## src/rtl/rbt_pkg.sv

```systemverilog
// Shared widths and defaults for the finish-time ranking block.
`timescale 1ns / 1ps
package rbt_pkg;

  localparam int unsigned TIME_W      = 20;
  localparam int unsigned ENTRY_W     = 6;
  localparam int unsigned PLACE_W     = 7;
  localparam int unsigned DEF_ENTRIES = 8;

endpackage

```

## src/rtl/rbt_store.sv

```systemverilog
// Time store: one write port, one read port with registered read data.
`timescale 1ns / 1ps
module rbt_store #(
  parameter int unsigned ENTRIES = rbt_pkg::DEF_ENTRIES
) (
  input  logic                                clk_i,
  input  logic                                we_i,
  input  logic [$clog2(ENTRIES)-1:0]          waddr_i,
  input  logic [rbt_pkg::TIME_W-1:0]          wdata_i,
  input  logic [$clog2(ENTRIES)-1:0]          raddr_i,
  output logic [rbt_pkg::TIME_W-1:0]          rdata_o
);
  import rbt_pkg::*;

  logic [TIME_W-1:0] mem_q [ENTRIES];

  always_ff @(posedge clk_i) begin
    if (we_i) begin
      mem_q[waddr_i] <= wdata_i;
    end
  end

  always_ff @(posedge clk_i) begin
    rdata_o <= mem_q[raddr_i];
  end

endmodule

```

## src/rtl/rank_by_time.sv

```systemverilog
// Top level: collects a batch of finish times and ranks them in place order.
//
// Input: a request is taken when start_i is high and busy_o is low; it
// carries one finish time (hundredths of a second). ENTRIES requests form
// one batch, loaded one per cycle into the time store.
// After the last request of a batch busy_o rises and the block ranks the
// batch: for each entry in load order it reads that entry's time, then
// reads every stored time through the single store read port and counts
// the faster ones (equal times of later entries count as faster).
// One result per entry appears in index order on valid_o, entry_index_o,
// place_o and final_result_o for exactly one cycle; final_result_o marks
// the last entry. busy_o falls in the cycle that shows the last result.
// No new request is taken while a batch is being ranked.
// The receiver cannot stall: results are shown once and never held.
// Reset returns to loading at entry 0; the store contents are undefined
// until written and need no clearing.
`timescale 1ns / 1ps
module rank_by_time #(
  parameter int unsigned ENTRIES = rbt_pkg::DEF_ENTRIES
) (
  input  logic                          clk_i,
  input  logic                          rst_ni,
  input  logic                          start_i,
  input  logic [rbt_pkg::TIME_W-1:0]    finish_time_i,
  output logic                          busy_o,
  output logic                          valid_o,
  output logic [rbt_pkg::ENTRY_W-1:0]   entry_index_o,
  output logic [rbt_pkg::PLACE_W-1:0]   place_o,
  output logic                          final_result_o
);
  import rbt_pkg::*;

  localparam int unsigned IDX_W = $clog2(ENTRIES);
  localparam logic [IDX_W-1:0] LAST = IDX_W'(ENTRIES - 1);
  localparam logic [IDX_W-1:0] ONE  = IDX_W'(1);

  typedef enum logic [1:0] {
    S_LOAD,
    S_FETCH,
    S_PIVOT,
    S_SCAN
  } state_e;

  state_e               state_q;
  logic [IDX_W-1:0]     load_q;
  logic [IDX_W-1:0]     i_q;
  logic [IDX_W-1:0]     jd_q;
  logic [IDX_W-1:0]     jn_q;
  logic [PLACE_W-1:0]   cnt_q;
  logic [TIME_W-1:0]    pivot_q;
  logic                 valid_q;
  logic [ENTRY_W-1:0]   entry_q;
  logic [PLACE_W-1:0]   place_q;
  logic                 final_q;

  logic                 accept;
  logic [IDX_W-1:0]     rd_addr;
  logic [TIME_W-1:0]    rd_data;
  logic                 faster;
  logic [PLACE_W-1:0]   place_sum;

  assign accept = start_i && (state_q == S_LOAD);

  rbt_store #(
    .ENTRIES (ENTRIES)
  ) u_store (
    .clk_i   (clk_i),
    .we_i    (accept),
    .waddr_i (load_q),
    .wdata_i (finish_time_i),
    .raddr_i (rd_addr),
    .rdata_o (rd_data)
  );

  always_comb begin
    unique case (state_q)
      S_FETCH: rd_addr = i_q;
      S_PIVOT: rd_addr = '0;
      S_SCAN:  rd_addr = jn_q;
      default: rd_addr = i_q;
    endcase
  end

  assign faster    = (rd_data < pivot_q) || ((rd_data == pivot_q) && (jd_q > i_q));
  assign place_sum = cnt_q + PLACE_W'(faster);

  always_ff @(posedge clk_i or negedge rst_ni) begin
    if (!rst_ni) begin
      state_q <= S_LOAD;
      load_q  <= '0;
      i_q     <= '0;
      jd_q    <= '0;
      jn_q    <= '0;
      cnt_q   <= '0;
      pivot_q <= '0;
      valid_q <= 1'b0;
      entry_q <= '0;
      place_q <= '0;
      final_q <= 1'b0;
    end else begin
      valid_q <= 1'b0;
      unique case (state_q)
        S_LOAD: begin
          if (start_i) begin
            if (load_q == LAST) begin
              load_q  <= '0;
              i_q     <= '0;
              state_q <= S_FETCH;
            end else begin
              load_q <= load_q + ONE;
            end
          end
        end
        S_FETCH: begin
          state_q <= S_PIVOT;
        end
        S_PIVOT: begin
          pivot_q <= rd_data;
          jd_q    <= '0;
          jn_q    <= ONE;
          cnt_q   <= PLACE_W'(1);
          state_q <= S_SCAN;
        end
        S_SCAN: begin
          cnt_q <= place_sum;
          jd_q  <= jn_q;
          if (jn_q != LAST) begin
            jn_q <= jn_q + ONE;
          end
          if (jd_q == LAST) begin
            valid_q <= 1'b1;
            entry_q <= ENTRY_W'(i_q);
            place_q <= place_sum;
            final_q <= (i_q == LAST);
            if (i_q == LAST) begin
              state_q <= S_LOAD;
            end else begin
              i_q     <= i_q + ONE;
              state_q <= S_FETCH;
            end
          end
        end
        default: state_q <= S_LOAD;
      endcase
    end
  end

  assign busy_o         = (state_q != S_LOAD);
  assign valid_o        = valid_q;
  assign entry_index_o  = entry_q;
  assign place_o        = place_q;
  assign final_result_o = final_q;

  a_last_load_busy: assert property (@(posedge clk_i) disable iff (!rst_ni)
    (accept && (load_q == LAST)) |=> busy_o)
    else $error("busy not raised after last load");

  a_place_range: assert property (@(posedge clk_i) disable iff (!rst_ni)
    valid_o |-> ((place_o != '0) && (place_o <= PLACE_W'(ENTRIES))))
    else $error("place out of range");

  a_final_index: assert property (@(posedge clk_i) disable iff (!rst_ni)
    (valid_o && final_result_o) |-> (entry_index_o == ENTRY_W'(ENTRIES - 1)))
    else $error("final result on wrong entry");

  a_result_gap: assert property (@(posedge clk_i) disable iff (!rst_ni)
    valid_o |=> !valid_o)
    else $error("back-to-back results");

endmodule

```

## config.mk

```make
export PLATFORM = sky130hd
export DESIGN_NAME = rank_by_time
export DESIGN_NICKNAME = d
export VERILOG_FILES = /design/src/rtl/rbt_pkg.sv /design/src/rtl/rbt_store.sv /design/src/rtl/rank_by_time.sv
export SDC_FILE = /design/constraint.sdc
export NUM_CORES = 1
export LEC_CHECK = 0
export ABC_CLOCK_PERIOD_IN_PS = 3300
export BUFFER_PORTS_ARGS = -buffer_cell sky130_fd_sc_hd__clkbuf_2
export CORE_ASPECT_RATIO = 1.4
export CORE_MARGIN = 4
export CORE_UTILIZATION = 64
export CTS_BUF_LIST = sky130_fd_sc_hd__clkbuf_4
export DETAILED_ROUTE_END_ITERATION = 7
export PLACE_DENSITY = 0.87
export SETUP_SLACK_MARGIN = 0.3
export SLEW_MARGIN = 30
export SYNTH_ARGS = -nofsm -noshare
export SYNTH_HDL_FRONTEND = slang
export SYNTH_SLANG_ARGS = --single-unit
```

## constraint.sdc

```tcl
create_clock -name clk_i -period 3.3 [get_ports clk_i]
set_input_delay 0 -clock clk_i [delete_from_list [all_inputs] [get_ports clk_i]]
set_output_delay 0 -clock clk_i [all_outputs]
set_load 0.03 [all_outputs]
```

==> impl.org <==
** Job
- The tool flagged a number of max-cap violations equal to 0.

** Global route
- The first global-routing pass estimated 30,400 µm of wire.
- Summed over all layers, the global routing overflow is 0.
- Total track usage :: 24.3%
- Vias in the first global route :: about 6,000
- Entering global routing, the biggest net connects 42 pins.
- The number of antenna violations at the first check in global routing came to 1.

** Logic synthesis
- Averaged over all synthesized cells, the footprint is roughly 15 µm².
- Largest family of logic cells by synthesized area :: multiplexers
- Measured against the total synthesized area, the mux share comes to 10.2%.
- Simple-Gate Fraction of Synth Area :: 7.17%
- Number of unique standard cell types used by synthesis :: 40
- Post-synthesis compound-gate area fraction :: 4.67%
- The mapped netlist covers 9310 µm².
- Number of flip-flops and latches in the synthesized netlist :: 233
- After Yosys synthesis, XOR and XNOR cells account for 0.564% of the synthesized area.
- Summing the sequential cell areas from Yosys gives 70.1% of the chip area.
- After Yosys synthesis, full adders, half adders and majority gates account for 4.57% of the synthesized area.
- During synthesis, Yosys emitted a total of 0 warnings.
- In the synthesized netlist, the number of instances is 604.

** Route
- In this run, the number of DRC markers left after iteration 0 of detailed routing was 415.
- Dividing the detail-routed via count by the number of cells gives 5.78.
- Post-detailed-route DRC marker count :: 0
- Number of iterations in the first detailed-routing pass :: 7
- Wires add up to 18,400 µm.
- Across all layers, the routed design uses approximately 5,400 vias.
- Dividing the detail-routed wire length by the instance count gives between 15 and 20 µm.
- In this run the remaining antenna-violating nets after routing total 0.

** Setup path
- The worst setup path is captured at a flip-flop.
- Kind of critical path :: reg2reg
- Walking the worst path, the cells encountered are inv_1 -> ha_1 -> nand4_1 -> or2_1 -> a311oi_1 -> a32o_1 -> ha_1 -> ha_1 -> nand3_1 -> nor2_1 -> xor2_1 -> a22o_1.
- The worst register-to-register path ends at cnt_q[6]$_DFFE_PN0N_.
- Top fanout value on the critical path :: 3
- Max stage delay cell, worst path :: dfrtp_1
- Crit-path max cell delay :: 340 ps
- Startpoint of the lowest-slack register-to-register path :: pivot_q[6]$_DFFE_PN0P_
- STA classifies the critical path startpoint as a flip-flop.
- Counting cells, the worst reg-to-reg path comes to 12.
- Arrival time worst endpoint :: roughly 3200 ps
- Dominant delay contributor by cell family on the critical path :: adder cells
- In this design, the critical path's most frequently occurring cell is ha_1.
- For flop-to-flop paths, the worst setup slack is 640 ps.
- Required time worst endpoint :: ~3900 ps
- Counting both buffers and inverters, the worst setup path holds a total of 1.

** Final layout
- Area growth from synthesis to final layout :: 14.6%
- Count of nets after finishing :: roughly 770
- Layout cells sized above 1 :: 25.9%
- In the final layout, flip-flops and latches occupy roughly 6500 µm².
- Summing all multi-input logic gate instances after layout gives 2580 µm².
- Number of filler cells placed in the layout :: 796

** Floorplanning
- The floorplan has 51 rows.
- Once the floorplan was initialized, standard cells occupied roughly two thirds of the core.
- The floorplan step defined a die boundary enclosing around 17,000 µm².
- During I/O placement, the number of pins put on the boundary was 39.
- Core Box Area :: approximately 14,000 µm²
- Vertical die dimension :: roughly 150 µm
- Die extent in x :: 110 µm

** Placement
- The congestion estimate from routability-driven global placement came to 0.808.
- PortBufs :: 35
- Prior to clock tree synthesis, the placed netlist has a worst setup slack of 627 ps.
- HPWL after DPL :: 10,800 µm

** Pwr
- Across the VDD grid, the largest voltage drop is 0.584 mV.
- Static Leakage :: 4.23 nW
- Power density over the cells :: 833 nW/µm²
- Post-layout power :: just under 9 mW

** Status
- Status :: finished, violations left
- Failing checks :: hold timing

** Timing
- The worst pin sits at a relative slew slack of 46.3%.
- Part of the cycle the worst path needs :: around four fifths
- Setup violations remaining at the end of the flow were counted as 0.
- Tightest Pin Transition :: between 800 and 900 ps
- Setup repair after global routing left no endpoint under its margin.
- Minimum clock period :: roughly 2700 ps
- The max-slew violation count is 0.
- Clock skew :: 30.2 ps
- The tightest hold path in the finished design has a slack of -9.55 ps.
- In the post-route analysis, the smallest setup slack over all paths is 644 ps.
- Setup total negative slack :: 0 ps
- Derived from the worst setup path, the maximum achievable clock frequency is 377 MHz.
- The hold violation count in the final report was 4.

** Clock tree
- In this run the post-CTS setup repair buffer count came out at 0.
- TritonCTS built the clock tree.
- The longest clock path from root to sink contains 3 buffers.
- Clk Latency, worst-skew pair :: 640 ps
- In this run, post-CTS hold repair placed 22 buffers.
- Master cell of the clock root buffer :: clkbuf_4
- CTS resizes :: 0
- The clock net in this run drives a total of 233 sinks.
- H-tree levels :: 2
- Clock-pin slew reported for the worst setup and hold paths after clock tree synthesis :: 80 ps
- CTS Buf Count :: between 50 and 60

** Hold path
- The tightest min-delay check is of the in2async type.
## synth_stat cells (all sizes together)
master / number / area [µm²]
or2: 1 / 6.26
inv: 29 / 109
and2: 1 / 6.26
xnor2: 3 / 26.3
a21oi: 10 / 50.1
nand3: 6 / 30.0
nor2b: 2 / 12.5
nand2: 123 / 462
or3: 1 / 6.26
a311oi: 1 / 8.76
o31ai: 1 / 7.51
conb: 1 / 3.75
xor2: 3 / 26.3
ha: 34 / 425
nor2: 10 / 45.0
nand2b: 3 / 18.8
nor3: 6 / 30.0
and3: 1 / 6.26
edfxtp: 160 / 4800
mux2: 2 / 22.5
mux2i: 3 / 30.0
dfxtp: 20 / 400
o211ai: 2 / 15.0
mux4: 40 / 901
clkbuf: 11 / 41.3
nand3b: 1 / 7.51
dfrtp: 53 / 1330
a22o: 8 / 70.1
a22oi: 6 / 58.8
a32o: 1 / 10.0
o21ai: 40 / 200
a21o: 2 / 15.0
nand4: 5 / 31.3
buf: 13 / 93.8
nor4: 1 / 6.26
## worst max-delay path by stage
stage	startpoint	end	slack [ps]	depth (start not counted)
final	pivot_q[6]$_DFFE_PN0P_	cnt_q[6]$_DFFE_PN0N_	640	12
after global routing	pivot_q[7]$_DFFE_PN0P_	place_o[6]$_DFFE_PN0P_	350	13
after CTS	pivot_q[7]$_DFFE_PN0P_	cnt_q[6]$_DFFE_PN0N_	660	12
after detailed placement	pivot_q[6]$_DFFE_PN0P_	cnt_q[6]$_DFFE_PN0N_	630	12
after global placement	pivot_q[10]$_DFFE_PN0P_	cnt_q[6]$_DFFE_PN0N_	840	12
after floorplan	state_q[0]$_DFFE_PN0P_	u_store.mem_q[1][0]$_DFFE_PP_	630	4
## layout make-up
class | count | area share, %
antenna | 1 | 0.0234
timing repair buffer | 73 | 4.95
clock buffer | 87 | 6.12
tap | 185 | 2.17
clock inverter | 8 | 0.387
multi-input combinational | 320 | 24.1
sequential | 233 | 61.2
inverter | 29 | 1.02
## sequential cells by signal (all words and copies together) (netlist names)
signal / cells
pivot_q: 20
u_store.mem_q: 160
entry_index_o: 3
u_store.rdata_o: 20
i_q: 3
load_q: 3
valid_o: 1
state_q: 2
cnt_q: 7
jd_q: 3
final_result_o: 1
place_o: 7
jn_q: 3
## power breakdown
group	switching [mW]	internal (mW)	leakage [nW]
Clock	1.05	1.19	0.420
Combinational	1.56	1.17	1.51
Sequential	0.290	3.63	2.30
Total	2.90	5.99	4.23
## cells in the final DEF (no fill, tap or decap), types with 2 or more instances in the layout
cell type / netlist / final
o21ai_0: 34 / 34
buf_4: 4 / 15
dfxtp_1: 20 / 20
a21o_1: 2 / 2
dfrtp_1: 53 / 53
dlygate4sd3_1: 0 / 22
nor3_1: 6 / 4
conb_1: 1 / 3
nor2_1: 9 / 3
nand3_1: 6 / 6
o211ai_1: 2 / 2
clkinv_1: 0 / 5
a22o_1: 8 / 8
nor2_2: 0 / 6
a22oi_1: 5 / 4
nand4_1: 5 / 5
xor2_1: 3 / 3
mux2_2: 2 / 2
clkinv_4: 0 / 2
edfxtp_1: 160 / 160
xnor2_1: 3 / 3
clkbuf_2: 0 / 34
clkbuf_4: 0 / 87
nor2b_1: 2 / 2
nor3_2: 0 / 2
mux4_2: 40 / 40
ha_1: 34 / 34
inv_1: 29 / 29
o21ai_1: 6 / 6
a21oi_1: 10 / 10
mux2i_1: 3 / 3
nand2_1: 123 / 123
nand2b_1: 3 / 3
## per-layer routing
metal / GRT usage (%) / share of wire (%)
met1: 30.4 / 37
met2: 42.6 / 55
met3: 4.03 / 5.5
met4: 8.23 / 1.9
met5: 0 / 0
## kinds of logic after synthesis
| group | count (synthesis) |
|---|---|
| muxes | 45 |
| and+or+nand+nor | 161 |
| xor gates and xnor gates | 6 |
| DFF | 233 |
| AOI/OAI and AO/OA | 71 |
| adders and majority gates | 34 |
| buffers and inverters | 53 |
| other | 1 |
## metrics by stage
step	util (%)	area, µm²	instances
floorplan	-	9320	606
global placement	69.2	9760	818
detailed placement	69.2	9760	818
CTS	75.7	10700	935
global route	75.7	10700	936
finish	75.7	10700	936
## worst register-to-register path, delay by kind of cell (launching register included)
family          cells  cell delay (ps)
fa+ha+maj           3              670
xor+xnor            1              220
simple gates        4              650
compound gates      3              640
flops               1              340
buf+inv             1               70
No activity file was read; power rests on OpenSTA's default activity.
